$ cat config.mk
export PLATFORM = sky130hd
export DESIGN_NAME = iq_sample_unpacker
export DESIGN_NICKNAME = d
export VERILOG_FILES = /design/src/design/iqsu_pkg.sv /design/src/design/iqsu_gather.sv /design/src/design/iqsu_unbias.sv /design/src/design/iqsu_convert.sv /design/src/design/iq_sample_unpacker.sv
export SDC_FILE = /design/constraint.sdc
export NUM_CORES = 1
export LEC_CHECK = 0
export ABC_AREA = 1
export BUFFER_PORTS_ARGS = -buffer_cell sky130_fd_sc_hd__buf_4
export CAP_MARGIN = 40
export CORE_MARGIN = 2
export CORE_UTILIZATION = 45
export DETAILED_ROUTE_END_ITERATION = 8
export PLACE_DENSITY = 0.72
export SLEW_MARGIN = 10
export SYNTH_ARGS = -nofsm -noshare
export SYNTH_HDL_FRONTEND = slang
export SYNTH_SLANG_ARGS = --single-unit
$ cat constraint.sdc
create_clock -name clock -period 4.24 [get_ports clock]
set_input_delay 0.212 -clock clock [delete_from_list [all_inputs] [get_ports clock]]
set_output_delay 0.212 -clock clock [all_outputs]
set_load 0.01 [all_outputs]
$ cat src/design/iqsu_pkg.sv
// iqsu_pkg: shared types, constants and helper functions for the IQ sample unpacker.
// Used by every module of the block; depends on nothing else.
package iqsu_pkg;

   localparam int BYTE_W      = 8;
   localparam int SAMPLE_W    = 32;
   localparam int STORE_DEPTH = 16;
   localparam int COUNT_W     = $clog2(STORE_DEPTH);
   localparam int NEED_W      = COUNT_W + 1;
   localparam int FMT_W       = 4;
   localparam int CSR_ADDR_W  = 3;
   localparam int CSR_DATA_W  = 32;

   // register index, taken from the word address bit of the configuration port
   localparam logic REG_IQ_FORMAT = 1'b0;

   localparam logic [SAMPLE_W-1:0] SIGN_BIT  = 32'h8000_0000;
   localparam logic [SAMPLE_W-1:0] Q31_MAX   = 32'h7FFF_FFFF;
   // 2^31/15 and 2^31/255, integer parts; the fraction is folded into the rounding term
   localparam logic [SAMPLE_W-1:0] UNIT4     = 32'h0888_8888;
   localparam logic [SAMPLE_W-1:0] UNIT8     = 32'h0080_8080;

   typedef enum logic [FMT_W-1:0] {
      FMT_CU4  = 4'd0,
      FMT_CS4  = 4'd1,
      FMT_CU8  = 4'd2,
      FMT_CS8  = 4'd3,
      FMT_CU12 = 4'd4,
      FMT_CS12 = 4'd5,
      FMT_CU16 = 4'd6,
      FMT_CS16 = 4'd7,
      FMT_CU32 = 4'd8,
      FMT_CS32 = 4'd9,
      FMT_CU64 = 4'd10,
      FMT_CS64 = 4'd11
   } iq_format_type;

   localparam logic [FMT_W-1:0] FMT_RESET = FMT_CU8;

   // aligned raw words of one complete sample, handed from gather to convert
   typedef struct packed {
      iq_format_type        fmt;
      logic [SAMPLE_W-1:0]  raw_i;
      logic [SAMPLE_W-1:0]  raw_q;
   } conv_req_type;

   // undefined codes run as cu8
   function automatic iq_format_type eff_format(input logic [FMT_W-1:0] code);
      iq_format_type f;
      if (code > FMT_CS64) begin
         f = FMT_CU8;
      end else begin
         f = iq_format_type'(code);
      end
      return f;
   endfunction

   function automatic logic [NEED_W-1:0] bytes_needed(input iq_format_type f);
      logic [NEED_W-1:0] n;
      case (f)
         FMT_CU4, FMT_CS4:   n = NEED_W'(1);
         FMT_CU8, FMT_CS8:   n = NEED_W'(2);
         FMT_CU12, FMT_CS12: n = NEED_W'(3);
         FMT_CU16, FMT_CS16: n = NEED_W'(4);
         FMT_CU32, FMT_CS32: n = NEED_W'(8);
         default:            n = NEED_W'(16);
      endcase
      return n;
   endfunction

endpackage

$ cat src/design/iqsu_gather.sv
// iqsu_gather: byte counter and byte store; snapshots the aligned I/Q words of a
// complete sample into a register. Depends on iqsu_pkg.
module iqsu_gather (
   input  logic                         clock,
   input  logic                         reset,
   input  iqsu_pkg::iq_format_type      fmt,
   input  logic                         in_valid,
   output logic                         in_ready,
   input  logic [iqsu_pkg::BYTE_W-1:0]  in_byte,
   output logic                         snap_valid,
   input  logic                         snap_ready,
   output iqsu_pkg::conv_req_type       snap
);
   import iqsu_pkg::*;

   logic [COUNT_W-1:0] byte_count_ff, byte_count_in;
   logic [BYTE_W-1:0]  byte_store_ff [STORE_DEPTH];
   logic [BYTE_W-1:0]  merged [STORE_DEPTH];
   logic               snap_valid_ff, snap_valid_in;
   conv_req_type       snap_ff, snap_in;
   logic [NEED_W-1:0]  count_next;
   logic               accept;
   logic               complete;

   // only the byte that finishes a sample needs room in the snapshot register
   assign in_ready   = !complete || !snap_valid_ff || snap_ready;
   assign accept     = in_valid && in_ready;
   assign count_next = {1'b0, byte_count_ff} + NEED_W'(1);
   assign complete   = (count_next >= bytes_needed(fmt));

   // store contents as they stand once the incoming byte is in place
   always_comb begin
      for (int k = 0; k < STORE_DEPTH; k++) begin
         merged[k] = (byte_count_ff == COUNT_W'(k)) ? in_byte : byte_store_ff[k];
      end
   end

   always_comb begin
      snap_in.fmt = fmt;
      case (fmt)
         FMT_CU4, FMT_CS4: begin
            snap_in.raw_i = {merged[0][7:4], 28'd0};
            snap_in.raw_q = {merged[0][3:0], 28'd0};
         end
         FMT_CU8, FMT_CS8: begin
            snap_in.raw_i = {merged[0], 24'd0};
            snap_in.raw_q = {merged[1], 24'd0};
         end
         FMT_CU12, FMT_CS12: begin
            snap_in.raw_i = {merged[1][3:0], merged[0], 20'd0};
            snap_in.raw_q = {merged[2], merged[1][7:4], 20'd0};
         end
         FMT_CU16, FMT_CS16: begin
            snap_in.raw_i = {merged[1], merged[0], 16'd0};
            snap_in.raw_q = {merged[3], merged[2], 16'd0};
         end
         FMT_CU32, FMT_CS32: begin
            snap_in.raw_i = {merged[3], merged[2], merged[1], merged[0]};
            snap_in.raw_q = {merged[7], merged[6], merged[5], merged[4]};
         end
         default: begin
            // 64-bit words: keep the upper half of each
            snap_in.raw_i = {merged[7], merged[6], merged[5], merged[4]};
            snap_in.raw_q = {merged[15], merged[14], merged[13], merged[12]};
         end
      endcase
   end

   always_comb begin
      byte_count_in = byte_count_ff;
      if (accept) begin
         byte_count_in = complete ? '0 : count_next[COUNT_W-1:0];
      end
      if (accept && complete) begin
         snap_valid_in = 1'b1;
      end else if (snap_ready) begin
         snap_valid_in = 1'b0;
      end else begin
         snap_valid_in = snap_valid_ff;
      end
   end

   always_ff @(posedge clock) begin
      if (reset) begin
         byte_count_ff <= '0;
         snap_valid_ff <= 1'b0;
      end else begin
         byte_count_ff <= byte_count_in;
         snap_valid_ff <= snap_valid_in;
      end
   end

   always_ff @(posedge clock) begin
      if (accept) begin
         byte_store_ff[byte_count_ff] <= in_byte;
      end
      if (accept && complete) begin
         snap_ff <= snap_in;
      end
   end

   assign snap_valid = snap_valid_ff;
   assign snap       = snap_ff;

   a_snap_hold: assert property (@(posedge clock) disable iff (reset)
      snap_valid_ff && !snap_ready |=> snap_valid_ff && $stable(snap_ff))
      else $error("snapshot changed while stalled");

   a_complete_restart: assert property (@(posedge clock) disable iff (reset)
      accept && complete |=> snap_valid_ff && byte_count_ff == '0)
      else $error("completed sample did not restart the count");

   a_count_step: assert property (@(posedge clock) disable iff (reset)
      accept && !complete |=> byte_count_ff == $past(byte_count_ff) + COUNT_W'(1))
      else $error("byte count did not advance");

endmodule

$ cat src/design/iqsu_unbias.sv
// iqsu_unbias: removes the mid bias of an unsigned 4-bit or 8-bit code and scales
// it to Q1.31 with round to nearest and +1.0 saturated. Depends on iqsu_pkg.
module iqsu_unbias (
   input  logic [iqsu_pkg::BYTE_W-1:0]   code,
   input  logic                          narrow,
   output logic [iqsu_pkg::SAMPLE_W-1:0] value
);
   import iqsu_pkg::*;

   logic                negative;
   logic [3:0]          mag4;
   logic [BYTE_W-1:0]   mag8;
   logic [SAMPLE_W-1:0] mag;

   // |2v - full| is odd; fold the sign into the low bits by inversion
   assign negative = ~code[7];
   assign mag4     = {code[6:4] ^ {3{~code[7]}}, 1'b1};
   assign mag8     = {code[6:0] ^ {7{~code[7]}}, 1'b1};

   // the fractional part of full scale over 2^31 always rounds to (m+1)/2
   always_comb begin
      if (narrow) begin
         mag = SAMPLE_W'(mag4) * UNIT4 + SAMPLE_W'(mag4[3:1]) + SAMPLE_W'(1);
      end else begin
         mag = SAMPLE_W'(mag8) * UNIT8 + SAMPLE_W'(mag8[7:1]) + SAMPLE_W'(1);
      end
      if (negative) begin
         value = '0 - mag;
      end else if (mag[SAMPLE_W-1]) begin
         value = Q31_MAX;
      end else begin
         value = mag;
      end
   end

endmodule

$ cat src/design/iqsu_convert.sv
// iqsu_convert: turns aligned raw I/Q words into signed Q1.31 and holds them in the
// result register. Depends on iqsu_pkg and iqsu_unbias.
module iqsu_convert (
   input  logic                          clock,
   input  logic                          reset,
   input  logic                          snap_valid,
   output logic                          snap_ready,
   input  iqsu_pkg::conv_req_type        snap,
   output logic                          out_valid,
   input  logic                          out_ready,
   output logic [iqsu_pkg::SAMPLE_W-1:0] out_i,
   output logic [iqsu_pkg::SAMPLE_W-1:0] out_q
);
   import iqsu_pkg::*;

   logic                out_valid_ff, out_valid_in;
   logic [SAMPLE_W-1:0] out_i_ff, out_i_in;
   logic [SAMPLE_W-1:0] out_q_ff, out_q_in;
   logic [SAMPLE_W-1:0] unb_i, unb_q;
   logic                narrow;
   logic                load;

   assign snap_ready = !out_valid_ff || out_ready;
   assign load       = snap_valid && snap_ready;
   assign narrow     = (snap.fmt == FMT_CU4);

   iqsu_unbias u_unbias_i (
      .code   (snap.raw_i[SAMPLE_W-1 -: BYTE_W]),
      .narrow (narrow),
      .value  (unb_i)
   );

   iqsu_unbias u_unbias_q (
      .code   (snap.raw_q[SAMPLE_W-1 -: BYTE_W]),
      .narrow (narrow),
      .value  (unb_q)
   );

   always_comb begin
      case (snap.fmt)
         FMT_CU4, FMT_CU8: begin
            out_i_in = unb_i;
            out_q_in = unb_q;
         end
         FMT_CS4, FMT_CS8, FMT_CS12, FMT_CS16, FMT_CS32, FMT_CS64: begin
            out_i_in = snap.raw_i;
            out_q_in = snap.raw_q;
         end
         default: begin
            // wide unsigned words: inverting the top bit removes the bias exactly
            out_i_in = snap.raw_i ^ SIGN_BIT;
            out_q_in = snap.raw_q ^ SIGN_BIT;
         end
      endcase
      if (load) begin
         out_valid_in = 1'b1;
      end else if (out_ready) begin
         out_valid_in = 1'b0;
      end else begin
         out_valid_in = out_valid_ff;
      end
   end

   always_ff @(posedge clock) begin
      if (reset) begin
         out_valid_ff <= 1'b0;
      end else begin
         out_valid_ff <= out_valid_in;
      end
   end

   always_ff @(posedge clock) begin
      if (load) begin
         out_i_ff <= out_i_in;
         out_q_ff <= out_q_in;
      end
   end

   assign out_valid = out_valid_ff;
   assign out_i     = out_i_ff;
   assign out_q     = out_q_ff;

   a_load_shows: assert property (@(posedge clock) disable iff (reset)
      load |=> out_valid_ff)
      else $error("loaded sample not presented");

   a_no_phantom: assert property (@(posedge clock) disable iff (reset)
      !snap_valid && out_ready |=> !out_valid_ff)
      else $error("result presented without a sample");

   a_out_hold: assert property (@(posedge clock) disable iff (reset)
      out_valid_ff && !out_ready |=> out_valid_ff && $stable(out_i_ff) && $stable(out_q_ff))
      else $error("result changed while stalled");

endmodule

$ cat src/design/iq_sample_unpacker.sv
// iq_sample_unpacker: top level; configuration register, byte gathering and conversion.
// Depends on iqsu_pkg, iqsu_gather and iqsu_convert.
//
// Takes one raw byte per cycle with no bubbles while rsp_ready is held high. A sample
// completes after 1, 2, 3, 4, 8 or 16 bytes depending on the format register (4, 8,
// 12, 16, 32 or 64-bit I/Q pairs, little-endian, I first). Taking the last byte loads
// the snapshot register with the aligned words; the result register then loads the
// Q1.31 I/Q pair and rsp_valid rises. While results wait on rsp_ready, bytes that do
// not finish a sample are still taken; a byte that finishes one waits only while both
// the snapshot and result registers are full. The byte counter and 16-byte store take
// one byte a cycle, which sets the input rate. Codes 12 to 15 of the format register
// run as cu8. Change the format only while the block is idle.
module iq_sample_unpacker (
   input  logic                            clock,
   input  logic                            reset,
   input  logic                            req_valid,
   output logic                            req_ready,
   input  logic [7:0]                      req_data_byte,
   output logic                            rsp_valid,
   input  logic                            rsp_ready,
   output logic signed [31:0]              rsp_sample_i,
   output logic signed [31:0]              rsp_sample_q,
   input  logic                            csr_psel,
   input  logic                            csr_penable,
   input  logic                            csr_pwrite,
   input  logic [iqsu_pkg::CSR_ADDR_W-1:0] csr_paddr,
   input  logic [iqsu_pkg::CSR_DATA_W-1:0] csr_pwdata,
   output logic [iqsu_pkg::CSR_DATA_W-1:0] csr_prdata,
   output logic                            csr_pready
);
   import iqsu_pkg::*;

   logic [FMT_W-1:0]    iq_format_ff, iq_format_in;
   iq_format_type       fmt;
   logic                csr_write;
   logic                snap_valid;
   logic                snap_ready;
   conv_req_type        snap;
   logic [SAMPLE_W-1:0] out_i, out_q;

   assign csr_pready = 1'b1;
   assign csr_write  = csr_psel && csr_penable && csr_pwrite && csr_pready
                       && (csr_paddr[2] == REG_IQ_FORMAT);

   always_comb begin
      iq_format_in = iq_format_ff;
      if (csr_write) begin
         iq_format_in = csr_pwdata[FMT_W-1:0];
      end
      if (csr_paddr[2] == REG_IQ_FORMAT) begin
         csr_prdata = CSR_DATA_W'(iq_format_ff);
      end else begin
         csr_prdata = '0;
      end
   end

   always_ff @(posedge clock) begin
      if (reset) begin
         iq_format_ff <= FMT_RESET;
      end else begin
         iq_format_ff <= iq_format_in;
      end
   end

   assign fmt = eff_format(iq_format_ff);

   iqsu_gather u_gather (
      .clock      (clock),
      .reset      (reset),
      .fmt        (fmt),
      .in_valid   (req_valid),
      .in_ready   (req_ready),
      .in_byte    (req_data_byte),
      .snap_valid (snap_valid),
      .snap_ready (snap_ready),
      .snap       (snap)
   );

   iqsu_convert u_convert (
      .clock      (clock),
      .reset      (reset),
      .snap_valid (snap_valid),
      .snap_ready (snap_ready),
      .snap       (snap),
      .out_valid  (rsp_valid),
      .out_ready  (rsp_ready),
      .out_i      (out_i),
      .out_q      (out_q)
   );

   assign rsp_sample_i = signed'(out_i);
   assign rsp_sample_q = signed'(out_q);

endmodule
==> results by group, run 1 <==
Placement
  – PortBufs: 89
  – RD Place Congestion: 0.9611
  – Dpl cell area: 0.01345 mm^2
  – Hpwl dp: 24,210 um

Worst setup path
  – Worst Reg-to-Reg Cells: 17
  – Slowest library cell on the worst path: dfxtp_1
  – Reg-to-reg startpoint: iq_format_ff[2]
  – Critical-path cell list: ha_1, nor2_1, inv_1, nor2_1, ha_1, o21ai_0, a21boi_0, o21a_1, o21ai_0, nand2_1, nand2_1, nand2_1, buf_4, inv_1, nand2_1, inv_2, buf_12
  – Buf+Inv Stages, Crit Path: 5
  – FF-to-FF setup slack: 0.92 ns
  – CP Launch Type: flop
  – Max incr delay on CP: 0.35 ns
  – CP max FO: 35
  – Setup CP Type: reg2reg
  – Reg-to-reg critical path endpoint: u_gather.snap[11]
  – Worst Setup SP: iq_format_ff[2]
  – Arr. time, crit path: 3.54 ns
  – Setup crit end: u_gather.snap[11]
  – Endpoint class of the critical path: flop
  – Stages on the worst setup path: 17
  – WP data required: 4.47 ns
  – Delay-heaviest family, CP: buffers and inverters
  – Most common cell on crit path: nand2_1

Timing
  – Final period util: 78.25%
  – Max Clock Skew: 0.01425 ns
  – Slew @ Worst Pin: 0.8602 ns
  – RSZ-0062 raised after global routing: false
  – Setup-failing EPs final: 0
  – Fmax: 0.3014 GHz
  – Fin. Hold Viols: 0
  – Relative slew slack: 42.05%
  – Max-slew violation count: 0
  – Setup tns final: 0 ns
  – Minimum clock period: 3.318 ns

Global route
  – First-pass GRT wire length: 51,150 um
  – Largest net degree at the start of global routing: 65
  – Global Route Usage Sum: 22.95%
  – Number of global-route vias before repair: 8,887
  – Initial antenna violation count: 0
  – Grt total ovfl: 0

Floorplan
  – Die W: 170.5 um
  – Die area: 0.02907 mm^2
  – CORE AREA: 0.02710 mm^2
  – I/O pin count: 149
  – Die H: 170.5 um
  – Initial core utilization: 46.03%
  – Row count: 60

Routing
  – Wire per inst: 18.39 um
  – Total Wirelength: 33,280 um
  – Wl on met1: 14,350 um
  – DRT Pass-1 Iters: 7
  – Via density: 5.365
  – DRC Markers: 0
  – DR iter-0 viols: 1,312
  – ANT nets after route: 0
  – Routed length on met3: 2925 um
  – Vias: 9,711
  – Met2 WL: 15,010 um
  – Top routing layer in use: met4

Clock tree
  – Clk pin slew, worst setup/hold paths: 0.06 ns
  – Deepest clock path buffer count: 3
  – Clk sinks: 238
  – Clk Latency, worst-skew pair: 0.53 ns
  – H-tree levels: 1
  – Clk root buf: clkbuf_16
  – CTS tree: built
  – Cts bufs inserted: 25
  – Post-CTS setup buffer count: 0

Power
  – Worst IR Drop VDD: 341.7 uV
  – Pwr per Cell Area: 462.3 mW/mm^2
  – Pleak: 5.809 nW
  – Power, Total: 0.006613 W

Yosys
  – Seq cells post-synth: 238
  – Synth cell types: 54
  – Post-synthesis sequential area ratio: 56.48%
  – Top post-synthesis cells by count: nand2_1, edfxtp_1, o21ai_0, inv_1, nor2_1
  – Leading area contributor after synthesis: edfxtp_1
  – Synth area leaders: edfxtp_1, nand2_1, o21ai_0
  – Synth Instances: 1,331
  – Async SR Flop Fraction: 0%
  – Dominant synthesized flop cell: edfxtp_1
  – Yosys warning count: 0
  – Syn Area/Cell: 9.373 um^2
  – Syn Std Cell Area: 0.01248 mm^2
  – Synth top area share: 54.88%
  – Most frequent cell after synthesis: nand2_1
  – EDFF count, synth: 228

Finish
  – Nets: 1,490
  – Layout area overhead: 14.67%
  – Layout cells sized above 1: 15.37%
  – Layout Cell Area excl Fill: 0.01431 mm^2
  – ANT cells: 0
  – # fillers: 2,403

Job
  – Max_cap viols: 0

Run status
  – Status: complete, no violations

Min path
  – Hold Path Class: in2reg
-- flip-flops by register name, summed over array words and instances, names as in the netlist --
register	flops
u_gather.snap	68
u_gather.byte_count_ff	4
u_gather.snap_valid	1
u_gather.byte_store_ff	96
u_convert.out_i	32
iq_format_ff	4
u_convert.out_q	32
u_convert.out_valid	1
-- layer usage --
metal	global-route usage [%]	up-vias
met1	32.81	4449
met5	0	-
met4	7.469	0
met2	36.44	491
li1	-	4703
met3	2.938	68
-- metrics by stage --
step / hold slack, ns / setup slack [ns] / util [%] / std cells
final: 0.02137 / 0.9221 / 52.79 / 1810
after global routing: 0.03139 / 0.6158 / 52.79 / 1810
after CTS: 0.02280 / 0.8930 / 52.79 / 1810
after detailed placement: 0.4462 / 0.9130 / 49.63 / 1758
after global placement: 0.4385 / 0.9584 / 49.53 / 1755
after floorplan: 0.2811 / 0.3244 / - / 1358
-- power breakdown --
group / leakage [nW] / total (W) / switching, W / internal [W]
logic: 3.24 / 0.00156 / 0.00107 / 0.000492
clock network: 0.389 / 0.00211 / 0.000904 / 0.00121
registers: 2.18 / 0.00294 / 0.0000778 / 0.00286
-- cell type report --
cell class | count | area [um^2] | share of cell area [%]
repair buffers | 116 | 900.9 | 6.297
clock buffers | 26 | 629.4 | 4.399
flip-flops and latches | 238 | 7047 | 49.26
clock inverters | 20 | 167.7 | 1.172
inverters | 115 | 431.7 | 3.017
well taps | 372 | 465.4 | 3.253
multi-input cells | 923 | 4664 | 32.60
-- kinds of logic (layout without fill, tap and decap cells) --
logic type / after synthesis / after routing / synth area share [%]
adder cells (fa/ha/maj): 21 / 21 / 2.106
XOR/XNOR: 15 / 15 / 1.173
other: 2 / 29 / 0.06020
buffers and inverters: 197 / 277 / 7.040
flip-flops: 238 / 238 / 56.48
AO/OA/AOI/OAI: 292 / 292 / 13.90
AND/OR/NAND/NOR: 566 / 566 / 19.24
-- cell usage in the layout, fill, tap and decap left out, types with 4 or more instances in the layout --
cell type,instances
nand2_1,362
edfxtp_1,228
buf_4,106
o21ai_0,104
inv_1,101
nor2_1,96
a21oi_1,67
nand3_1,43
o22ai_1,33
conb_1,29
clkbuf_16,25
o21ai_1,21
ha_1,21
nand2_2,19
nor2_2,11
o221ai_1,11
inv_2,10
dfxtp_1,10
nor3_1,9
o21a_1,8
clkinv_1,8
nor2_4,7
xor2_1,7
a221oi_1,7
clkinv_2,7
xnor2_1,6
o211ai_1,6
o2111ai_1,6
dlygate4sd3_1,6
a211oi_1,5
or2_2,4
nand3_2,4
a31oi_1,4
o2bb2ai_1,4
-- worst min-delay path by stage --
stage                          start                            end  slack, ns  depth (start not counted)
CTS                 req_data_byte[2]   u_gather.byte_store_ff[5][2]       0.02                          1
detailed placement             reset      u_gather.byte_count_ff[3]       0.45                          2
floorplan                      reset            u_convert.out_valid       0.28                          1
global placement       csr_pwdata[1]                iq_format_ff[1]       0.44                          3
global route        req_data_byte[7]  u_gather.byte_store_ff[12][7]       0.03                          1
finish              req_data_byte[7]  u_gather.byte_store_ff[12][7]       0.02                          1
-- timing repair --
action / 4_1_cts / 5_1_grt
gates resized for setup: 0 / 0
hold buffers: 6 / 0
hold endpoints to repair: 9 / 0
No activity file was read; power rests on OpenSTA's default activity.
==> run 2, diff against run 1 <==
Settings changed: PLACE_DENSITY 0.72 to 0.75.
Clock period 4.24 ns to 2.86 ns, I/O delays scaled along.
==> run 2 against run 1 <==
Net effect: count of clock-buffer cells in the layout shrank 1; sequential share of layout area is 2.2 points lower; maximum frequency is 19% higher; first-iteration DRC count fell by 16%.
==> results by group, run 2 (synthesized netlist as in run 1, its figures left out) <==
Finish
  – Util after Layout: 55.30%
  – Nets: 1,556
  – Most common cell after layout, fill and taps aside: nand2_1
  – FF+latch area: 0.007052 mm^2
  – Most flop-heavy register: u_gather.byte_store_ff
  – # fillers: 2,328
  – Final Non-Filler Cells: 1,874
  – Flip-flop count of the largest register after layout: 96
  – Layout area overhead: 20.13%
  – Most frequent cells in the layout: nand2_1, edfxtp_1, buf_4, o21ai_0, inv_1
  – Layout Cell Area excl Fill: 0.01499 mm^2
  – Layout cells sized above 1: 19.99%
  – Multi-input logic area: 0.004752 mm^2

Timing
  – Fin Hold WS: 0.003292 ns
  – Minimum clock period: 2.781 ns
  – Relative slew slack: 50.60%
  – Max-slew violation count: 0
  – Max Clock Skew: 0.009060 ns
  – Slew @ Worst Pin: 0.7392 ns
  – Worst setup margin: 0.07900 ns
  – Final period util: 97.24%
  – Fin. Hold Viols: 0
  – Fmax: 0.3596 GHz
  – Setup-failing EPs final: 0

Min path
  – Worst Hold End: u_gather.byte_store_ff[12][5]
  – Hold_sp: req_data_byte[5]
  – Hold depth: 1
  – Hold Path Class: in2reg

Floorplan
  – Row count: 60
  – Die W: 170.5 um
  – I/O pin count: 149
  – Die H: 170.5 um
  – Initial core utilization: 46.03%
  – Die area: 0.02907 mm^2
  – CORE AREA: 0.02710 mm^2

Worst setup path
  – WP data required: 3.08 ns
  – Setup CP Type: reg2reg
  – Endpoint class of the critical path: flop
  – CP max FO: 17
  – Worst Reg-to-Reg Cells: 6
  – CP Launch Type: flop
  – Reg-to-reg critical path endpoint: u_gather.snap[27]
  – Reg-to-reg startpoint: u_gather.byte_count_ff[2]
  – FF-to-FF setup slack: 0.08 ns
  – Arr. time, crit path: 3.00 ns

Power
  – Flop pwr share: 42.7%
  – Internal Pwr Total: 0.007057 W
  – Worst IR Drop VDD: 358.2 uV
  – Pleak: 6.168 nW
  – Gate power share: 25.9%
  – Sw Pwr: 0.003141 W
  – Sw frac: 30.80%
  – Pwr per Cell Area: 680.4 mW/mm^2
  – Clock network power share: 31.4%

Clock tree
  – Clk Latency, worst-skew pair: 0.52 ns
  – Clk root buf: clkbuf_16
  – Clk sinks: 238
  – H-tree levels: 1
  – Deepest clock path buffer count: 3
  – Cts bufs inserted: 25
  – Clk pin slew, worst setup/hold paths: 0.06 ns
  – CTS tree: built

Routing
  – Vias: 10,130
  – DR iter-0 viols: 1,104
  – ANT nets after route: 0
  – DRC Markers: 0
  – Via density: 5.403
  – DRT Pass-1 Iters: 5
  – Wire per inst: 18.52 um
  – Total Wirelength: 34,710 um

Global route
  – Grt total ovfl: 0
  – Global Route Usage Sum: 23.79%
  – Initial antenna violation count: 1
  – Largest net degree at the start of global routing: 55
  – Number of global-route vias before repair: 9,515
  – First-pass GRT wire length: 53,010 um

Placement
  – Placed instance count: 1,808
  – Setup WS pre-CTS: 0.09852 ns
  – Hpwl dp: 25,100 um
  – RD Place Congestion: 1.020
  – PortBufs: 89
  – Dpl cell area: 0.01391 mm^2

Job
  – Max_cap viols: 0

Run status
  – Status: complete, no violations
==> run 2: changes by cell type in the layout (fill, tap and decap cells not counted), moves of 3 or more <==
cell | previous run | this run
buf_4 | 106 | 165
dlygate4sd3_1 | 6 | 12
nand2_1 | 362 | 358
nor2_1 | 96 | 92
ha_1 | 21 | 18
inv_1 | 101 | 98
nand2_2 | 19 | 22
o21ai_0 | 104 | 101
==> run 2: layout make-up <==
type | count | area share, %
multi-input cells | 923 | 31.71
clock inverters | 18 | 1.202
inverters | 115 | 2.922
diodes | 1 | 0.01670
well taps | 372 | 3.106
clock buffers | 25 | 4.174
repair buffers | 182 | 9.818
flip-flops and latches | 238 | 47.05
==> run 2: power groups by stage <==
stage / combinational (W) / sequential [W] / clock (W)
2_1_floorplan: 0.00155 / 0.00445 / 0
3_3_place_gp: 0.00245 / 0.00443 / 0
3_5_place_dp: 0.00249 / 0.00443 / 0
4_1_cts: 0.00251 / 0.00436 / 0.00324
5_1_grt: 0.00290 / 0.00438 / 0.00338
6_report: 0.00264 / 0.00436 / 0.00320
==> run 2: critical path: stages (launching register included) <==
cell      delay (ns)
dfxtp_1         0.41
nor2_1          0.29
nand2_1         0.35
o21ai_0         0.64
o22ai_1         0.16
a221oi_1        0.41
nand2_1         0.21
==> run 2: metal layers <==
| metal | track usage [%] | wire [um] |
|---|---|---|
| met1 | 31.92 | 14350 |
| met2 | 39.02 | 16040 |
| met3 | 3.470 | 2935 |
| met4 | 9.513 | 1396 |
| met5 | 0 | 0 |
==> run 2: metrics by stage <==
step / setup TNS [ns] / power [W]
after floorplan: -28.28 / 0.006005
after detailed placement: 0 / 0.006919
after CTS: 0 / 0.01011
final: 0 / 0.01020
after global placement: 0 / 0.006873
after global routing: -0.01227 / 0.01066
==> run 2: how the worst max path moves through the flow <==
stage / from / endpoint / slack [ns] / cells past startpoint
final: u_gather.byte_count_ff[2] / u_gather.snap[27] / 0.08 / 6
after CTS: iq_format_ff[3] / u_gather.snap[19] / 0.08 / 17
after floorplan: iq_format_ff[3] / u_gather.snap[0] / -0.41 / 16
after global routing: u_gather.snap[63] / u_convert.out_i[25] / -0.005 / 17
after global placement: iq_format_ff[3] / u_gather.snap[19] / 0.13 / 18
after detailed placement: iq_format_ff[3] / u_gather.snap[18] / 0.1 / 17
==> run 2: timing repair <==
item | in CTS | in global routing
buffers inserted | 0 | 9
hold endpoints to repair | 70 | 0
hold buffers | 12 | 0
setup endpoints to repair | 0 | 189
resized for setup | 0 | 14
==> run 3, diff against run 2 <==
Settings changed: CORE_UTILIZATION 45 to 30, PLACE_DENSITY 0.75 to 0.56.
==> run 3 against run 2 <==
Net effect: maximum frequency rose by 2.6%; first-iteration DRC count fell by 16%; register-to-register slack improved by 0.07 ns; die area rose by 49%; setup slack improved by 0.072 ns; count of clock-buffer cells in the layout rose by 3; critical path type unchanged; critical endpoint is now u_gather.snap[19].
==> results by group, run 3 (synthesized netlist as in run 1, its figures left out) <==
Finish
  – Layout Cell Area excl Fill: 0.01541 mm^2
  – Flip-flop count of the largest register after layout: 96
  – Most flop-heavy register: u_gather.byte_store_ff
  – Util after Layout: 37.66%
  – Most frequent cells in the layout: nand2_1, edfxtp_1, buf_4, o21ai_0, inv_1
  – Final Non-Filler Cells: 2,056
  – # fillers: 4,150
  – Layout area overhead: 23.54%
  – ANT cells: 0
  – Nets: 1,576
  – Layout cells sized above 1: 21.00%
  – Most common cell after layout, fill and taps aside: nand2_1

Floorplan
  – Row count: 74
  – CORE AREA: 0.04092 mm^2
  – Die H: 207.9 um
  – I/O pin count: 149
  – Die W: 207.9 um
  – Die area: 0.04323 mm^2
  – Initial core utilization: 30.48%

Placement
  – RD Place Congestion: 0.9520
  – PortBufs: 89
  – Hpwl dp: 27,900 um
  – Dpl cell area: 0.01423 mm^2
  – Placed instance count: 1,983

Timing
  – Fmax: 0.3691 GHz
  – RSZ-0062 raised after global routing: true
  – Slew @ Worst Pin: 0.7006 ns
  – Relative slew slack: 53.16%
  – Final period util: 94.74%
  – Max Clock Skew: 0.01419 ns
  – Max-slew violation count: 0
  – Fin. Hold Viols: 0
  – Setup-failing EPs final: 0
  – Minimum clock period: 2.709 ns

Worst setup path
  – Buf+Inv Stages, Crit Path: 6
  – Arr. time, crit path: 2.97 ns
  – CP Launch Type: flop
  – Endpoint class of the critical path: flop
  – Max incr delay on CP: 0.38 ns
  – Slowest library cell on the worst path: dfxtp_4
  – Critical-path cell list: inv_2, ha_2, inv_1, nor2_2, nor2_1, o21ai_1, ha_1, o21ai_1, a21boi_1, o21a_1, o21ai_1, nand2_1, nand2_2, nand2_4, inv_2, nand2_2, clkinvlp_4, buf_12, buf_12
  – CP max FO: 19
  – Most common cell on crit path: o21ai_1
  – Setup CP Type: reg2reg
  – WP data required: 3.12 ns
  – Delay-heaviest family, CP: buffers and inverters

Power
  – Pwr per Cell Area: 679.3 mW/mm^2
  – Clock network power share: 32.2%
  – Worst IR Drop VDD: 397.5 uV
  – Gate power share: 26.2%
  – Internal Pwr Total: 0.007210 W
  – Flop pwr share: 41.6%
  – Pleak: 6.264 nW
  – Sw frac: 31.13%
  – Sw Pwr: 0.003260 W

Clock tree
  – H-tree levels: 1
  – Clk Latency, worst-skew pair: 0.55 ns
  – Clk root buf: clkbuf_16
  – CTS tree: built
  – Clk pin slew, worst setup/hold paths: 0.06 ns
  – Cts bufs inserted: 27
  – Deepest clock path buffer count: 3
  – Clk sinks: 238

Global route
  – Grt total ovfl: 0
  – Largest net degree at the start of global routing: 55
  – First-pass GRT wire length: 58,560 um
  – Number of global-route vias before repair: 9,592
  – GR Util met2: 29.64%
  – Met3 GRT Util: 2.158%
  – Initial antenna violation count: 0
  – Global Route Usage Sum: 17.52%
  – Met1 Track Usage GR: 23.76%
  – Global route hottest layer: met2

Run status
  – Status: complete, no violations

Min path
  – Hold Path Class: in2reg

Routing
  – DRC Markers: 0
  – Vias: 10,110
  – DR iter-0 viols: 928
  – DRT Pass-1 Iters: 5
  – Via density: 4.916
  – Total Wirelength: 38,560 um
  – Wire per inst: 18.75 um
  – ANT nets after route: 0

Job
  – Max_cap viols: 0
[run 3: cell count changes in the layout (fill, tap and decap cells not counted), sizes merged]
cell	delta
diode	-1
buf	+14
clkbuf	+2
clkinvlp	+1
clkinv	+1
dlygate4sd3	+5
[run 3: final timing paths]
| path | from | end | slack [ns] | depth (start not counted) |
|---|---|---|---|---|
| setup / recovery | iq_format_ff[3] | u_gather.snap[19] | 0.15 | 19 |
| hold reg to reg | iq_format_ff[0] | iq_format_ff[0] | 0.50 | 2 |
| setup reg to reg | iq_format_ff[3] | u_gather.snap[19] | 0.15 | 19 |
| hold / removal | rsp_ready | u_gather.snap_valid | 0.05 | 6 |
[run 3: area by class of cell]
cell class | count | area [um^2] | area share [%]
clock inverter | 20 | 181.4 | 1.177
sequential | 238 | 7052 | 45.75
timing repair buffer | 200 | 1642 | 10.65
clock buffer | 28 | 679.4 | 4.408
inverter | 115 | 437.9 | 2.841
tap | 532 | 665.6 | 4.319
multi-input combinational | 923 | 4755 | 30.85
[run 3: per-stage QoR]
step / hold slack, ns / worst slack [ns] / power, W / setup TNS, ns
final: 0.04922 / 0.1505 / 0.01047 / 0
after global routing: 0.06772 / -0.03183 / 0.01097 / -0.1089
after CTS: 0.03100 / 0.05333 / 0.01046 / 0
after detailed placement: 0.3723 / 0.08396 / 0.007053 / 0
after global placement: 0.3713 / 0.05999 / 0.007030 / 0
after floorplan: 0.2121 / -0.4114 / 0.006005 / -28.28
[run 3: power by group through the flow]
stage | Clock [W] | Combinational (W) | Sequential [W]
2_1_floorplan | 0 | 0.00155 | 0.00445
3_3_place_gp | 0 | 0.00260 | 0.00443
3_5_place_dp | 0 | 0.00262 | 0.00443
4_1_cts | 0.00345 | 0.00265 | 0.00436
5_1_grt | 0.00359 | 0.00300 | 0.00438
6_report | 0.00337 | 0.00274 | 0.00436
[run 3: what timing repair did]
| action | CTS | global route |
|---|---|---|
| hold endpoints to repair | 106 | 0 |
| setup endpoints to repair | 0 | 145 |
| hold buffers | 17 | 0 |
| setup buffers | 0 | 8 |
| gates resized for setup | 0 | 21 |
[run 3: routing by layer]
layer / share of wire [%] / routed length, um / up-vias
li1: - / - / 4872
met1: 43 / 16610 / 4779
met2: 48 / 18420 / 392
met3: 6.8 / 2634 / 64
met4: 2.3 / 901 / 0
met5: 0 / 0 / -
[run 3: worst min-delay path, stage by stage]
cell	delay (ns)
buf_4	0.08
nor2_1	0.06
inv_1	0.07
nor2_1	0.06
nor2_1	0.09
nor2_1	0.04
